### src/tbd_pkg.sv
// Shared types and constants for the tunnel brightness detector.
// No dependencies; used by every module in src.
package tbd_pkg;

    localparam int PIX_W   = 8;
    localparam int PROD_W  = 22;
    localparam int SUM_W   = 24;
    localparam int CNT_W   = 16;
    localparam int PCT_W   = 7;
    localparam int LIM_W   = 6;
    localparam int DCNT_W  = 7;
    localparam int SCALE_W = 15;
    localparam int CMP_W   = 31;
    localparam int IDX_W   = 2;

    // fixed-point gray weights, sum of weights is 1 << GRAY_SHIFT
    localparam logic [PROD_W-1:0] WEIGHT_R   = 22'd4899;
    localparam logic [PROD_W-1:0] WEIGHT_G   = 22'd9617;
    localparam logic [PROD_W-1:0] WEIGHT_B   = 22'd1868;
    localparam logic [PROD_W-1:0] GRAY_ROUND = 22'd8192;
    localparam int GRAY_SHIFT = 14;

    localparam logic [PCT_W-1:0]   PCT_FULL  = 7'd100;
    localparam logic [SCALE_W-1:0] PIX_FULL  = 15'd255;
    localparam logic [CMP_W-1:0]   PCT_SCALE = 31'd100;

    localparam logic [PCT_W-1:0] RST_DARK_PERCENT    = 7'd50;
    localparam logic [LIM_W-1:0] RST_COUNT_LIMIT     = 6'd20;
    localparam logic [LIM_W-1:0] RST_ENTER_THRESHOLD = 6'd10;
    localparam logic signed [DCNT_W-1:0] RST_DARK_COUNT = -7'sd1;

    localparam logic [IDX_W-1:0] REG_DARK_PERCENT    = 2'd0;
    localparam logic [IDX_W-1:0] REG_COUNT_LIMIT     = 2'd1;
    localparam logic [IDX_W-1:0] REG_ENTER_THRESHOLD = 2'd2;

    localparam int QUEUE_DEPTH = 4;
    localparam int QPTR_W      = 2;
    localparam int QLVL_W      = 3;

    typedef struct packed {
        logic [SUM_W-1:0] sum;
        logic [CNT_W-1:0] count;
    } t_frame;

    typedef struct packed {
        logic [PCT_W-1:0] dark_percent;
        logic [LIM_W-1:0] count_limit;
        logic [LIM_W-1:0] enter_threshold;
    } t_cfg;

endpackage

### src/tbd_front.sv
// Front end: pixel positions, sampling grid, gray conversion and frame sums.
// Uses tbd_pkg; pushes one frame record into tbd_queue per frame end.
module tbd_front #(
    parameter int MAX_WIDTH   = 1024,
    parameter int MAX_HEIGHT  = 1024,
    parameter int SAMPLE_STEP = 10
) (
    input  logic                          i_clk,
    input  logic                          i_rst_n,
    input  logic                          i_valid,
    output logic                          o_stall,
    input  logic [tbd_pkg::PIX_W-1:0]     i_red,
    input  logic [tbd_pkg::PIX_W-1:0]     i_green,
    input  logic [tbd_pkg::PIX_W-1:0]     i_blue,
    input  logic                          i_last_in_line,
    input  logic                          i_last_in_frame,
    input  logic [tbd_pkg::QLVL_W-1:0]    i_q_level,
    output logic                          o_q_push,
    output tbd_pkg::t_frame               o_q_data
);

    localparam int COL_W = $clog2(MAX_WIDTH);
    localparam int ROW_W = $clog2(MAX_HEIGHT);
    localparam int PH_W  = (SAMPLE_STEP > 1) ? $clog2(SAMPLE_STEP) : 1;
    localparam logic [COL_W-1:0] COL_LAST = COL_W'(MAX_WIDTH - 1);
    localparam logic [ROW_W-1:0] ROW_LAST = ROW_W'(MAX_HEIGHT - 1);
    localparam logic [PH_W-1:0]  PH_LAST  = PH_W'(SAMPLE_STEP - 1);
    localparam int OCC_W = tbd_pkg::QLVL_W + 1;

    logic [COL_W-1:0] r_col, n_col;
    logic [ROW_W-1:0] r_row, n_row;
    logic [PH_W-1:0]  r_col_ph, n_col_ph;
    logic [PH_W-1:0]  r_row_ph, n_row_ph;

    logic                         r_a_valid, r_a_eof, r_a_sample;
    logic [tbd_pkg::PROD_W-1:0]   r_a_prod_r, r_a_prod_g, r_a_prod_b;
    logic                         r_b_valid, r_b_eof, r_b_sample;
    logic [tbd_pkg::PIX_W-1:0]    r_b_gray;
    logic [tbd_pkg::SUM_W-1:0]    r_sum, n_sum;
    logic [tbd_pkg::CNT_W-1:0]    r_cnt, n_cnt;

    logic                         accept;
    logic [tbd_pkg::PROD_W-1:0]   gray_full;
    logic [tbd_pkg::SUM_W:0]      sum_wide;
    logic [OCC_W-1:0]             occ;

    // every frame end already in the pipe holds a queue slot
    assign occ = OCC_W'(i_q_level) + OCC_W'(r_a_valid & r_a_eof)
               + OCC_W'(r_b_valid & r_b_eof);
    assign o_stall = (occ >= OCC_W'(tbd_pkg::QUEUE_DEPTH));
    assign accept  = i_valid & ~o_stall;

    always_comb begin
        n_col    = r_col;
        n_row    = r_row;
        n_col_ph = r_col_ph;
        n_row_ph = r_row_ph;
        if (i_last_in_frame) begin
            n_col    = '0;
            n_row    = '0;
            n_col_ph = '0;
            n_row_ph = '0;
        end else if (i_last_in_line) begin
            n_col    = '0;
            n_col_ph = '0;
            if (r_row < ROW_LAST) begin
                n_row    = r_row + 1'b1;
                n_row_ph = (r_row_ph == PH_LAST) ? '0 : r_row_ph + 1'b1;
            end
        end else if (r_col < COL_LAST) begin
            n_col    = r_col + 1'b1;
            n_col_ph = (r_col_ph == PH_LAST) ? '0 : r_col_ph + 1'b1;
        end
    end

    always_ff @(posedge i_clk) begin
        if (!i_rst_n) begin
            r_col    <= '0;
            r_row    <= '0;
            r_col_ph <= '0;
            r_row_ph <= '0;
        end else if (accept) begin
            r_col    <= n_col;
            r_row    <= n_row;
            r_col_ph <= n_col_ph;
            r_row_ph <= n_row_ph;
        end
    end

    // stage A: weighted products
    always_ff @(posedge i_clk) begin
        if (!i_rst_n) begin
            r_a_valid <= 1'b0;
        end else begin
            r_a_valid <= accept;
        end
    end

    always_ff @(posedge i_clk) begin
        r_a_eof    <= i_last_in_frame;
        r_a_sample <= (r_col_ph == '0) && (r_row_ph == '0);
        r_a_prod_r <= tbd_pkg::PROD_W'(i_red) * tbd_pkg::WEIGHT_R;
        r_a_prod_g <= tbd_pkg::PROD_W'(i_green) * tbd_pkg::WEIGHT_G;
        r_a_prod_b <= tbd_pkg::PROD_W'(i_blue) * tbd_pkg::WEIGHT_B;
    end

    // stage B: rounded gray value
    assign gray_full = r_a_prod_r + r_a_prod_g + r_a_prod_b + tbd_pkg::GRAY_ROUND;

    always_ff @(posedge i_clk) begin
        if (!i_rst_n) begin
            r_b_valid <= 1'b0;
        end else begin
            r_b_valid <= r_a_valid;
        end
    end

    always_ff @(posedge i_clk) begin
        r_b_eof    <= r_a_eof;
        r_b_sample <= r_a_sample;
        r_b_gray   <= gray_full[tbd_pkg::PROD_W-1:tbd_pkg::GRAY_SHIFT];
    end

    // accumulate, saturating
    assign sum_wide = {1'b0, r_sum} + (tbd_pkg::SUM_W+1)'(r_b_gray);

    always_comb begin
        n_sum = r_sum;
        n_cnt = r_cnt;
        if (r_b_valid && r_b_sample) begin
            n_sum = sum_wide[tbd_pkg::SUM_W] ? '1 : sum_wide[tbd_pkg::SUM_W-1:0];
            if (r_cnt != '1) begin
                n_cnt = r_cnt + 1'b1;
            end
        end
    end

    assign o_q_push       = r_b_valid & r_b_eof;
    assign o_q_data.sum   = n_sum;
    assign o_q_data.count = n_cnt;

    always_ff @(posedge i_clk) begin
        if (!i_rst_n) begin
            r_sum <= '0;
            r_cnt <= '0;
        end else if (o_q_push) begin
            r_sum <= '0;
            r_cnt <= '0;
        end else begin
            r_sum <= n_sum;
            r_cnt <= n_cnt;
        end
    end

endmodule

### src/tbd_queue.sv
// Small FIFO of finished frame records between front and back.
// Uses tbd_pkg for the record type and depth.
module tbd_queue (
    input  logic                        i_clk,
    input  logic                        i_rst_n,
    input  logic                        i_push,
    input  tbd_pkg::t_frame             i_data,
    input  logic                        i_pop,
    output logic                        o_valid,
    output tbd_pkg::t_frame             o_data,
    output logic [tbd_pkg::QLVL_W-1:0]  o_level
);

    tbd_pkg::t_frame                 r_mem [tbd_pkg::QUEUE_DEPTH];
    logic [tbd_pkg::QPTR_W-1:0]      r_wr_ptr, r_rd_ptr;
    logic [tbd_pkg::QLVL_W-1:0]      r_level;

    assign o_valid = (r_level != '0);
    assign o_data  = r_mem[r_rd_ptr];
    assign o_level = r_level;

    always_ff @(posedge i_clk) begin
        if (i_push) begin
            r_mem[r_wr_ptr] <= i_data;
        end
    end

    always_ff @(posedge i_clk) begin
        if (!i_rst_n) begin
            r_wr_ptr <= '0;
            r_rd_ptr <= '0;
            r_level  <= '0;
        end else begin
            if (i_push) begin
                r_wr_ptr <= r_wr_ptr + 1'b1;
            end
            if (i_pop) begin
                r_rd_ptr <= r_rd_ptr + 1'b1;
            end
            case ({i_push, i_pop})
                2'b10:   r_level <= r_level + 1'b1;
                2'b01:   r_level <= r_level - 1'b1;
                default: r_level <= r_level;
            endcase
        end
    end

endmodule

### src/tbd_back.sv
// Back end: frame darkness decision, dark counter and result register.
// Uses tbd_pkg; pops frame records from tbd_queue.
module tbd_back (
    input  logic                               i_clk,
    input  logic                               i_rst_n,
    input  tbd_pkg::t_cfg                      i_cfg,
    input  logic                               i_q_valid,
    input  tbd_pkg::t_frame                    i_q_data,
    output logic                               o_q_pop,
    output logic                               o_valid,
    input  logic                               i_stall,
    output logic                               o_in_tunnel,
    output logic                               o_frame_dark,
    output logic signed [tbd_pkg::DCNT_W-1:0]  o_dark_count
);

    logic [tbd_pkg::SCALE_W-1:0]          r_scale;
    logic                                 r_m_valid;
    logic [tbd_pkg::CMP_W-1:0]            r_lhs, r_rhs;
    logic signed [tbd_pkg::DCNT_W-1:0]    r_counter, n_counter;
    logic                                 r_out_valid, r_out_tunnel, r_out_dark;
    logic signed [tbd_pkg::DCNT_W-1:0]    r_out_count;

    logic                                 out_free, m_move, dark;
    logic signed [tbd_pkg::DCNT_W-1:0]    limit_s, thresh_s;

    // (100 - percent) * 255, zero when percent is above 100 (never dark)
    always_ff @(posedge i_clk) begin
        if (i_cfg.dark_percent > tbd_pkg::PCT_FULL) begin
            r_scale <= '0;
        end else begin
            r_scale <= tbd_pkg::SCALE_W'(tbd_pkg::PCT_FULL - i_cfg.dark_percent)
                     * tbd_pkg::PIX_FULL;
        end
    end

    assign out_free = ~r_out_valid | ~i_stall;
    assign m_move   = r_m_valid & out_free;
    assign o_q_pop  = i_q_valid & (~r_m_valid | out_free);

    always_ff @(posedge i_clk) begin
        if (!i_rst_n) begin
            r_m_valid <= 1'b0;
        end else if (~r_m_valid | out_free) begin
            r_m_valid <= i_q_valid;
        end
    end

    always_ff @(posedge i_clk) begin
        if (o_q_pop) begin
            r_lhs <= tbd_pkg::CMP_W'(i_q_data.sum) * tbd_pkg::PCT_SCALE;
            r_rhs <= tbd_pkg::CMP_W'(i_q_data.count) * tbd_pkg::CMP_W'(r_scale);
        end
    end

    assign dark     = (r_lhs < r_rhs);
    assign limit_s  = $signed({1'b0, i_cfg.count_limit});
    assign thresh_s = $signed({1'b0, i_cfg.enter_threshold});

    always_comb begin
        n_counter = r_counter;
        if (dark) begin
            if (r_counter < limit_s) begin
                n_counter = r_counter + 7'sd1;
            end
        end else if (r_counter > 7'sd0) begin
            n_counter = r_counter - 7'sd1;
        end
    end

    always_ff @(posedge i_clk) begin
        if (!i_rst_n) begin
            r_counter   <= tbd_pkg::RST_DARK_COUNT;
            r_out_valid <= 1'b0;
        end else begin
            if (m_move) begin
                r_counter <= n_counter;
            end
            if (out_free) begin
                r_out_valid <= r_m_valid;
            end
        end
    end

    always_ff @(posedge i_clk) begin
        if (m_move) begin
            r_out_tunnel <= (n_counter >= thresh_s);
            r_out_dark   <= dark;
            r_out_count  <= n_counter;
        end
    end

    assign o_valid      = r_out_valid;
    assign o_in_tunnel  = r_out_tunnel;
    assign o_frame_dark = r_out_dark;
    assign o_dark_count = r_out_count;

endmodule

### src/tunnel_brightness_detector.sv
// Top level of the tunnel brightness detector: config registers and wiring.
// Uses tbd_pkg, tbd_front, tbd_queue and tbd_back.
//
//  port group     direction  handshake                 payload
//  pixel in       in         i_valid / o_stall         i_red i_green i_blue
//                                                      i_last_in_line i_last_in_frame
//  frame result   out        o_valid / i_stall         o_in_tunnel o_frame_dark
//                                                      o_dark_count
//  config write   in         i_cfg_valid / o_cfg_ready i_cfg_index i_cfg_data
//
// One pixel per cycle while o_stall is low. A frame result passes, after its last pixel,
// through products, gray, queue, compare multiplies and result register.
// Pixels stall only while the four-entry frame queue is full counting frame ends
// still in the front pipe. Reset is synchronous; no clearing pass.
module tunnel_brightness_detector #(
    parameter int MAX_WIDTH   = 1024,
    parameter int MAX_HEIGHT  = 1024,
    parameter int SAMPLE_STEP = 10
) (
    input  logic                               i_clk,
    input  logic                               i_rst_n,
    input  logic                               i_valid,
    output logic                               o_stall,
    input  logic [tbd_pkg::PIX_W-1:0]          i_red,
    input  logic [tbd_pkg::PIX_W-1:0]          i_green,
    input  logic [tbd_pkg::PIX_W-1:0]          i_blue,
    input  logic                               i_last_in_line,
    input  logic                               i_last_in_frame,
    output logic                               o_valid,
    input  logic                               i_stall,
    output logic                               o_in_tunnel,
    output logic                               o_frame_dark,
    output logic signed [tbd_pkg::DCNT_W-1:0]  o_dark_count,
    input  logic                               i_cfg_valid,
    output logic                               o_cfg_ready,
    input  logic [tbd_pkg::IDX_W-1:0]          i_cfg_index,
    input  logic [tbd_pkg::PCT_W-1:0]          i_cfg_data
);

    tbd_pkg::t_cfg                  r_cfg;
    logic                           q_push, q_pop, q_valid;
    tbd_pkg::t_frame                q_in, q_out;
    logic [tbd_pkg::QLVL_W-1:0]     q_level;

    assign o_cfg_ready = 1'b1;

    always_ff @(posedge i_clk) begin
        if (!i_rst_n) begin
            r_cfg.dark_percent    <= tbd_pkg::RST_DARK_PERCENT;
            r_cfg.count_limit     <= tbd_pkg::RST_COUNT_LIMIT;
            r_cfg.enter_threshold <= tbd_pkg::RST_ENTER_THRESHOLD;
        end else if (i_cfg_valid && o_cfg_ready) begin
            case (i_cfg_index)
                tbd_pkg::REG_DARK_PERCENT: begin
                    r_cfg.dark_percent <= i_cfg_data;
                end
                tbd_pkg::REG_COUNT_LIMIT: begin
                    r_cfg.count_limit <= i_cfg_data[tbd_pkg::LIM_W-1:0];
                end
                tbd_pkg::REG_ENTER_THRESHOLD: begin
                    r_cfg.enter_threshold <= i_cfg_data[tbd_pkg::LIM_W-1:0];
                end
                default: begin
                end
            endcase
        end
    end

    tbd_front #(
        .MAX_WIDTH   (MAX_WIDTH),
        .MAX_HEIGHT  (MAX_HEIGHT),
        .SAMPLE_STEP (SAMPLE_STEP)
    ) u_front (
        .i_clk           (i_clk),
        .i_rst_n         (i_rst_n),
        .i_valid         (i_valid),
        .o_stall         (o_stall),
        .i_red           (i_red),
        .i_green         (i_green),
        .i_blue          (i_blue),
        .i_last_in_line  (i_last_in_line),
        .i_last_in_frame (i_last_in_frame),
        .i_q_level       (q_level),
        .o_q_push        (q_push),
        .o_q_data        (q_in)
    );

    tbd_queue u_queue (
        .i_clk   (i_clk),
        .i_rst_n (i_rst_n),
        .i_push  (q_push),
        .i_data  (q_in),
        .i_pop   (q_pop),
        .o_valid (q_valid),
        .o_data  (q_out),
        .o_level (q_level)
    );

    tbd_back u_back (
        .i_clk        (i_clk),
        .i_rst_n      (i_rst_n),
        .i_cfg        (r_cfg),
        .i_q_valid    (q_valid),
        .i_q_data     (q_out),
        .o_q_pop      (q_pop),
        .o_valid      (o_valid),
        .i_stall      (i_stall),
        .o_in_tunnel  (o_in_tunnel),
        .o_frame_dark (o_frame_dark),
        .o_dark_count (o_dark_count)
    );

    a_queue_no_overflow: assert property (@(posedge i_clk) disable iff (!i_rst_n)
        q_push |-> (q_level < tbd_pkg::QLVL_W'(tbd_pkg::QUEUE_DEPTH)) || q_pop)
        else $error("frame queue overflow");

    a_queue_no_underflow: assert property (@(posedge i_clk) disable iff (!i_rst_n)
        q_pop |-> q_valid)
        else $error("frame queue read while empty");

    a_count_range: assert property (@(posedge i_clk) disable iff (!i_rst_n)
        o_valid |-> (o_dark_count >= -7'sd1))
        else $error("dark count below minus one");

    a_tunnel_match: assert property (@(posedge i_clk) disable iff (!i_rst_n)
        o_valid |-> (o_in_tunnel
            == (o_dark_count >= $signed({1'b0, r_cfg.enter_threshold}))))
        else $error("tunnel flag does not match counter");

endmodule
### config.mk
export PLATFORM = sky130hd
export DESIGN_NAME = tunnel_brightness_detector
export DESIGN_NICKNAME = d
export VERILOG_FILES = /design/src/tbd_pkg.sv /design/src/tbd_front.sv /design/src/tbd_queue.sv /design/src/tbd_back.sv /design/src/tunnel_brightness_detector.sv
export SDC_FILE = /design/constraint.sdc
export NUM_CORES = 2
export LEC_CHECK = 0
export BUFFER_PORTS_ARGS = -buffer_cell sky130_fd_sc_hd__buf_2
export CAP_MARGIN = 5
export CORE_MARGIN = 5
export CORE_UTILIZATION = 35
export DETAILED_ROUTE_END_ITERATION = 7
export GPL_TIMING_DRIVEN = 1
export SKIP_CTS_REPAIR_TIMING = 1
export SLEW_MARGIN = 10
export SYNTH_ARGS = -nofsm -noshare
export SYNTH_HDL_FRONTEND = slang
export SYNTH_HIERARCHICAL = 1
export SYNTH_SLANG_ARGS = --single-unit
### constraint.sdc
create_clock -name i_clk -period 7.95 [get_ports i_clk]
set_clock_uncertainty 0.2 [all_clocks]
set_input_delay 1.1925 -clock i_clk [delete_from_list [all_inputs] [get_ports i_clk]]
set_output_delay 1.1925 -clock i_clk [all_outputs]
set_load 0.1 [all_outputs]
# ---- Word level (Yosys, flattened, before mapping)
# Memories as Yosys holds them, arrays and structs flattened. A register that Yosys moved wholly into a read port is not among the register bits.
# Index checks and enable logic that the tools add are counted.
dict set report classes {
  n_mux 26
  n_mul 6
  addsub 18
  div 0
  reduce_logical 16
  shift 0
  eq_ne 7
  bitwise 13
  n_lt_le_gt_ge 8
}
# operator count
set op_table {}
lappend op_table {{$mux W10} 6}
lappend op_table {{$mux W24} 2}
lappend op_table {{$mux W16} 2}
lappend op_table {{$mux W4} 8}
lappend op_table {{$lt A31 B31 Y1} 1}
lappend op_table {{$mul A16 B15 Y31} 1}
lappend op_table {{$mul A24 B5 Y29 const B} 1}
lappend op_table {{$add A24 B8 Y25} 1}
lappend op_table {{$add A21 B22 Y22} 1}
lappend op_table {{$add A22 B14 Y22 const B} 1}
lappend op_table {{$add A22 B19 Y22} 1}
lappend op_table {{$mul A8 B14 Y22 const B} 1}
lappend op_table {{$mul A8 B13 Y21 const B} 1}
lappend op_table {{$mux W7} 3}
lappend op_table {{$add A10 B1 Y10 const B} 2}
lappend op_table {{$lt A10 B10 Y1 const B} 2}
lappend op_table {{$mul A8 B9 Y17 const B} 1}
lappend op_table {{$add A16 B1 Y16 const B} 1}
lappend op_table {{$ne A16 B16 Y1 const B} 1}
lappend op_table {{$mul A15 B8 Y15 const B} 1}
lappend op_table {{$add A4 B1 Y4 const B} 2}
lappend op_table {{$eq A4 B4 Y1 const B} 2}
lappend op_table {{$logic_not A4 Y1} 2}
lappend op_table {{$reduce_and A2 Y1} 4}
lappend op_table {{27 further kinds} 46}
dict set report word_totals {
  latchBits 0
  rom_bits 0
  input_bits 40
  mem_count 1
  reg_bits 261
  ramBits 160
  out_inout_bits 12
}
# name depth width rd rd_ports_with_merged_regs wr line
set memory_table {}
lappend memory_table {u_queue.r_mem 4 40 1 1 1 tbd_queue.sv:14} ;# tbd_pkg::t_frame r_mem [tbd_pkg::QUEUE_DEPTH];

# ---- Depth between registers and ports, before layout
dict set report logic_depth {
  ltp_word 7
  mapped_depth 28
}

# ---- Modules after synthesis
# The synthesis kept the hierarchy.
# module cells_each n_inst area_each_um2 seq_area_each_um2
set modules_own_cells {}
lappend modules_own_cells {tbd_back 1702 1 15907.8 2552.4}
lappend modules_own_cells {tbd_front 1149 1 11064.4 2842.7}
lappend modules_own_cells {tbd_queue 254 1 6262.3 4984.8}
lappend modules_own_cells {tunnel_brightness_detector 82 1 803.3 380.4}

# ---- Worst setup path after synthesis
# Ideal clock, no wire load.
dict set report synth_path {
  path_kind {register -> register}
  from {register (tool-made name)}
  to {register u_back/r_rhs[29] (netlist name), data pin}
  path_stages_with_launch 28
  period_less_slack_ps 7045
  setup_time_ps 262
  setup_slack_ps 905
  arrival_time_ps 6583
  t_required_ps 7488
  n_path_buf 3
  path_cell_list {dfxtp_1 -> buf_6 -> buf_12 -> mux4_2 -> clkbuf_1 -> and2_1 -> fa_1 -> inv_1 -> fa_1 -> inv_1 -> fa_1 -> inv_1 -> fa_1 -> inv_1 -> fa_1 -> inv_1 -> fa_1 -> inv_1 -> ha_1 -> a21oi_1 -> nand2_1 -> a41o_1 -> a31oi_4 -> o31a_1 -> nand3_1 -> a311oi_2 -> a21oi_1 -> xor2_1}
}
# item line
set synth_lines {}
lappend synth_lines {{to (signal assigned)} tbd_back.sv:52} ;# r_rhs <= tbd_pkg::CMP_W'(i_q_data.count) * tbd_pkg::CMP_W'(r_scale);
lappend synth_lines {{to (decl)} tbd_back.sv:19} ;# logic [tbd_pkg::CMP_W-1:0] r_lhs, r_rhs;

==> flow_summary_export.csv <==
group,metric,value,unit
outcome,status,"finished clean",
worst_setup_path,path_class,"flop to flop",
grt,grt.total_usage,13.5,%
sta,max_freq,0.134,GHz
synth,syn_avg_cell_area,10.7,µm²
synth,netlist_top_cells_area,"edfxtp_1 20%, ha_1 17%, fa_1 17%",
cts,cts_tree,"done",
cts,clkTransAtPathRegs,0.07,ns
grt,overflow,0,
cts,cts_made_buffers,49,
finish,antennaDiodeCount,0,
drt,remaining_drc_errors,0,
sta,finalSetupViolations,0,
cts,clkLatencyLatePin,0.61,ns
worst_setup_path,crit_arrival,7.63,ns
worst_setup_path,cp_top_family,"adder cells",
sta,hold_violations,0,
floorplan,die_h,322,µm
finish,fill_cells,9407,
drt,drt-total-wl,68900,µm
floorplan,core.rowCount,114,
job,drv_cap,0,
sta,hold_ws,0.135,ns
drt,antenna_left,0,
placement,place_ws,0.349,ns
synth,synth_edf_count,229,
synth,synthArstFlopShare,0,%
sta,final_max_slew_viol_count,0,
worst_setup_path,cp-end-kind,"flop",
worst_setup_path,cp_max_fo,15,
finish,drive_gt1_share,7.57,%
cts,clock_path_buffers,3,
drt,num_vias,21800,
floorplan,fp.dieW,322,µm
grt,antenna_found_initial,0,
synth,synth_top_area_share,20.2,%
grt,grt_pass1_wl,115000,µm
synth,synth_top_area_cell,"edfxtp_1",
synth,ys_ff_latch,423,
synth,synthFlopType,"edfxtp_1",
placement,port_buffers,50,
floorplan,core-area,0.0966,mm²
sta,relSlewSlack,29.1,%
sta,rsz0062_at_grt,"no",
floorplan,pin_count,52,
sta,period_share,94.1,%
worst_setup_path,crit_buf_inv,6,
finish,synthToLayoutAreaGrowth,9.51,%
worst_setup_path,start_kind,"flop",
floorplan,start_util,35.2,%
worst_setup_path,path_cells,"mux4_2 -> and2_1 -> fa_1 -> inv_1 -> fa_1 -> inv_1 -> fa_1 -> inv_1 -> fa_1 -> inv_1 -> fa_1 -> inv_1 -> fa_1 -> inv_1 -> ha_1 -> a21oi_1 -> nand2_1 -> a41o_1 -> a31oi_4 -> o31a_1 -> nand3_1 -> a311oi_2 -> a21oi_1 -> xor2_1",
grt,grt_pass1_vias,22600,
drt,dr.pass1.iters,5,
sta,tightest_slew,1.06,ns
floorplan,dieArea,0.104,mm²
sta,finalCriticalPeriod,7.48,ns
worst_setup_path,required,8.10,ns
cts,htree_levels,2,
drt,vias_per_cell,4.79,
grt,grt_max_degree,66,
placement,place_congestion,0.815,
sta,tns,0,ns
synth,synth_cells,3187,
sta,layout_setup_ws,0.469,ns
placement,dp_hpwl,53500,µm
synth,yosysWarnings,6,
synth,syn_area,0.0340,mm²
drt,avgRoutedWirePerCell,15.1,µm
worst_setup_path,worst_path_largest_cell_delay,0.73,ns
cts,cts.sinks,423,
finish,fin_nets,4011,
cts,cts_root_buf,"clkbuf_16",
synth,synth_cell_types,101,
synth,yosysSeqAreaShare,31.6,%
drt,drt-initial-drc-count,1060,
min_path,worst_hold_path_type,"flop to flop",
synth,syn_nets,3962,
worst_setup_path,cpMaxStageDelayCell,"mux4_2",
-- cells in the mapped netlist (6+ instances only) --
library cell and number:
nand3_1 54, a21boi_0 12, a21o_1 58, xnor2_1 104, nand2b_1 17, buf_2 11
a31oi_1 21, o211ai_1 14, nor3_1 35, fa_1 281, and2_1 201, mux2i_1 19
and3_1 30, o31ai_1 9, o21ai_0 64, mux4_2 40, mux2_2 6, nand4_1 31
nor2b_1 26, inv_1 549, or2_2 6, clkbuf_1 42, o21a_1 18, a21oi_1 124
xor2_1 48, dfxtp_1 194, edfxtp_1 229, nor2_1 95, nand2_1 207, or3_1 6
a211oi_1 14, ha_1 454, and4_1 9, o21bai_1 17, o22a_1 9
-- cell usage in the layout, fill, tap and decap left out, types with 9 or more instances in the layout --
| cell | instances |
|---|---|
| buf_2 | 50 |
| a21oi_1 | 124 |
| o21bai_1 | 17 |
| edfxtp_1 | 229 |
| mux4_2 | 40 |
| o21a_1 | 18 |
| nor2_1 | 95 |
| nor2b_1 | 26 |
| mux2i_1 | 19 |
| a211oi_1 | 13 |
| o22a_1 | 9 |
| o31ai_1 | 9 |
| clkinv_2 | 10 |
| and2_1 | 196 |
| a31oi_1 | 21 |
| and4_1 | 9 |
| o21ai_0 | 64 |
| buf_4 | 16 |
| nand2b_1 | 17 |
| fa_1 | 281 |
| a21boi_0 | 12 |
| o211ai_1 | 14 |
| nand4_1 | 31 |
| nor3_1 | 35 |
| and3_1 | 30 |
| nand3_1 | 54 |
| nand2_1 | 207 |
| xor2_1 | 48 |
| dfxtp_1 | 192 |
| a21o_1 | 58 |
| xnor2_1 | 104 |
| ha_1 | 454 |
| inv_1 | 549 |
| clkbuf_16 | 49 |
-- cell type report --
cell class / instances / area (µm²) / share of cell area, %
flip-flops and latches: 423 / 10800 / 28.9
well taps: 1276 / 1600 / 4.28
multi-input cells: 2147 / 20800 / 55.9
repair buffers: 66 / 370 / 0.994
inverters: 549 / 2060 / 5.53
clock inverters: 36 / 385 / 1.03
clock buffers: 55 / 1260 / 3.38
-- kinds of logic (layout without fill, tap and decap cells) --
logic type / count (synthesis) / after routing / share of synthesized area, %
AO/OA/AOI/OAI: 422 / 422 / 8.38
XOR/XNOR: 152 / 152 / 3.91
adder cells (fa/ha/maj): 735 / 735 / 33.2
buffers and inverters: 617 / 706 / 7.19
flip-flops: 423 / 423 / 31.6
multiplexers: 70 / 70 / 3.61
other: 1 / 1 / 0.0110
AND/OR/NAND/NOR: 767 / 767 / 12.1
-- registers in the layout (all words and copies together) (netlist names), 7 cells and up, named ones only --
| signal | cells |
|---|---|
| u_back/r_counter | 7 |
| u_front/r_row | 10 |
| u_front/r_a_prod_r | 21 |
| u_queue/r_mem | 160 |
| u_back/r_rhs | 31 |
| u_front/r_cnt | 16 |
| r_cfg | 19 |
| u_back/r_scale | 15 |
| u_front/r_b_gray | 8 |
| u_front/r_col | 10 |
| u_back/r_lhs | 29 |
| u_front/r_a_prod_b | 17 |
| u_back/o_dark_count | 7 |
| u_front/r_sum | 24 |
| u_front/r_a_prod_g | 22 |
-- routing by layer --
| metal | share of wire, % | routed length [µm] | track usage, % |
|---|---|---|---|
| met2 | 48 | 33400 | 23.2 |
| met3 | 3.3 | 2290 | 1.76 |
| met1 | 46 | 31900 | 18.2 |
| met4 | 1.9 | 1280 | 3.06 |
| met5 | 0 | 0 | 0 |
-- path summary, 6_finish.rpt --
kind | startpoint | end | slack (ns) | cells after the start
worst max-delay path | flop | u_back/r_rhs[29]$_DFFE_PP_ | 0.47 | 24
worst min-delay path | u_front/r_a_sample$_DFF_P_ | u_front/r_b_sample$_DFF_P_ | 0.14 | 0
worst max register to register | flop | u_back/r_rhs[29]$_DFFE_PP_ | 0.47 | 24
worst min register to register | u_front/r_a_sample$_DFF_P_ | u_front/r_b_sample$_DFF_P_ | 0.14 | 0
-- through the flow --
stage	instances	utilization (%)	cell area, µm²
floorplan	3187	-	34000
global placement	4461	36.9	35600
detailed placement	4461	36.9	35600
CTS	4552	38.6	37300
global route	4552	38.6	37300
finish	4552	38.6	37300
Power is not shown: default switching activity piles up to over one toggle a cycle in this logic, so the estimate is an artifact.
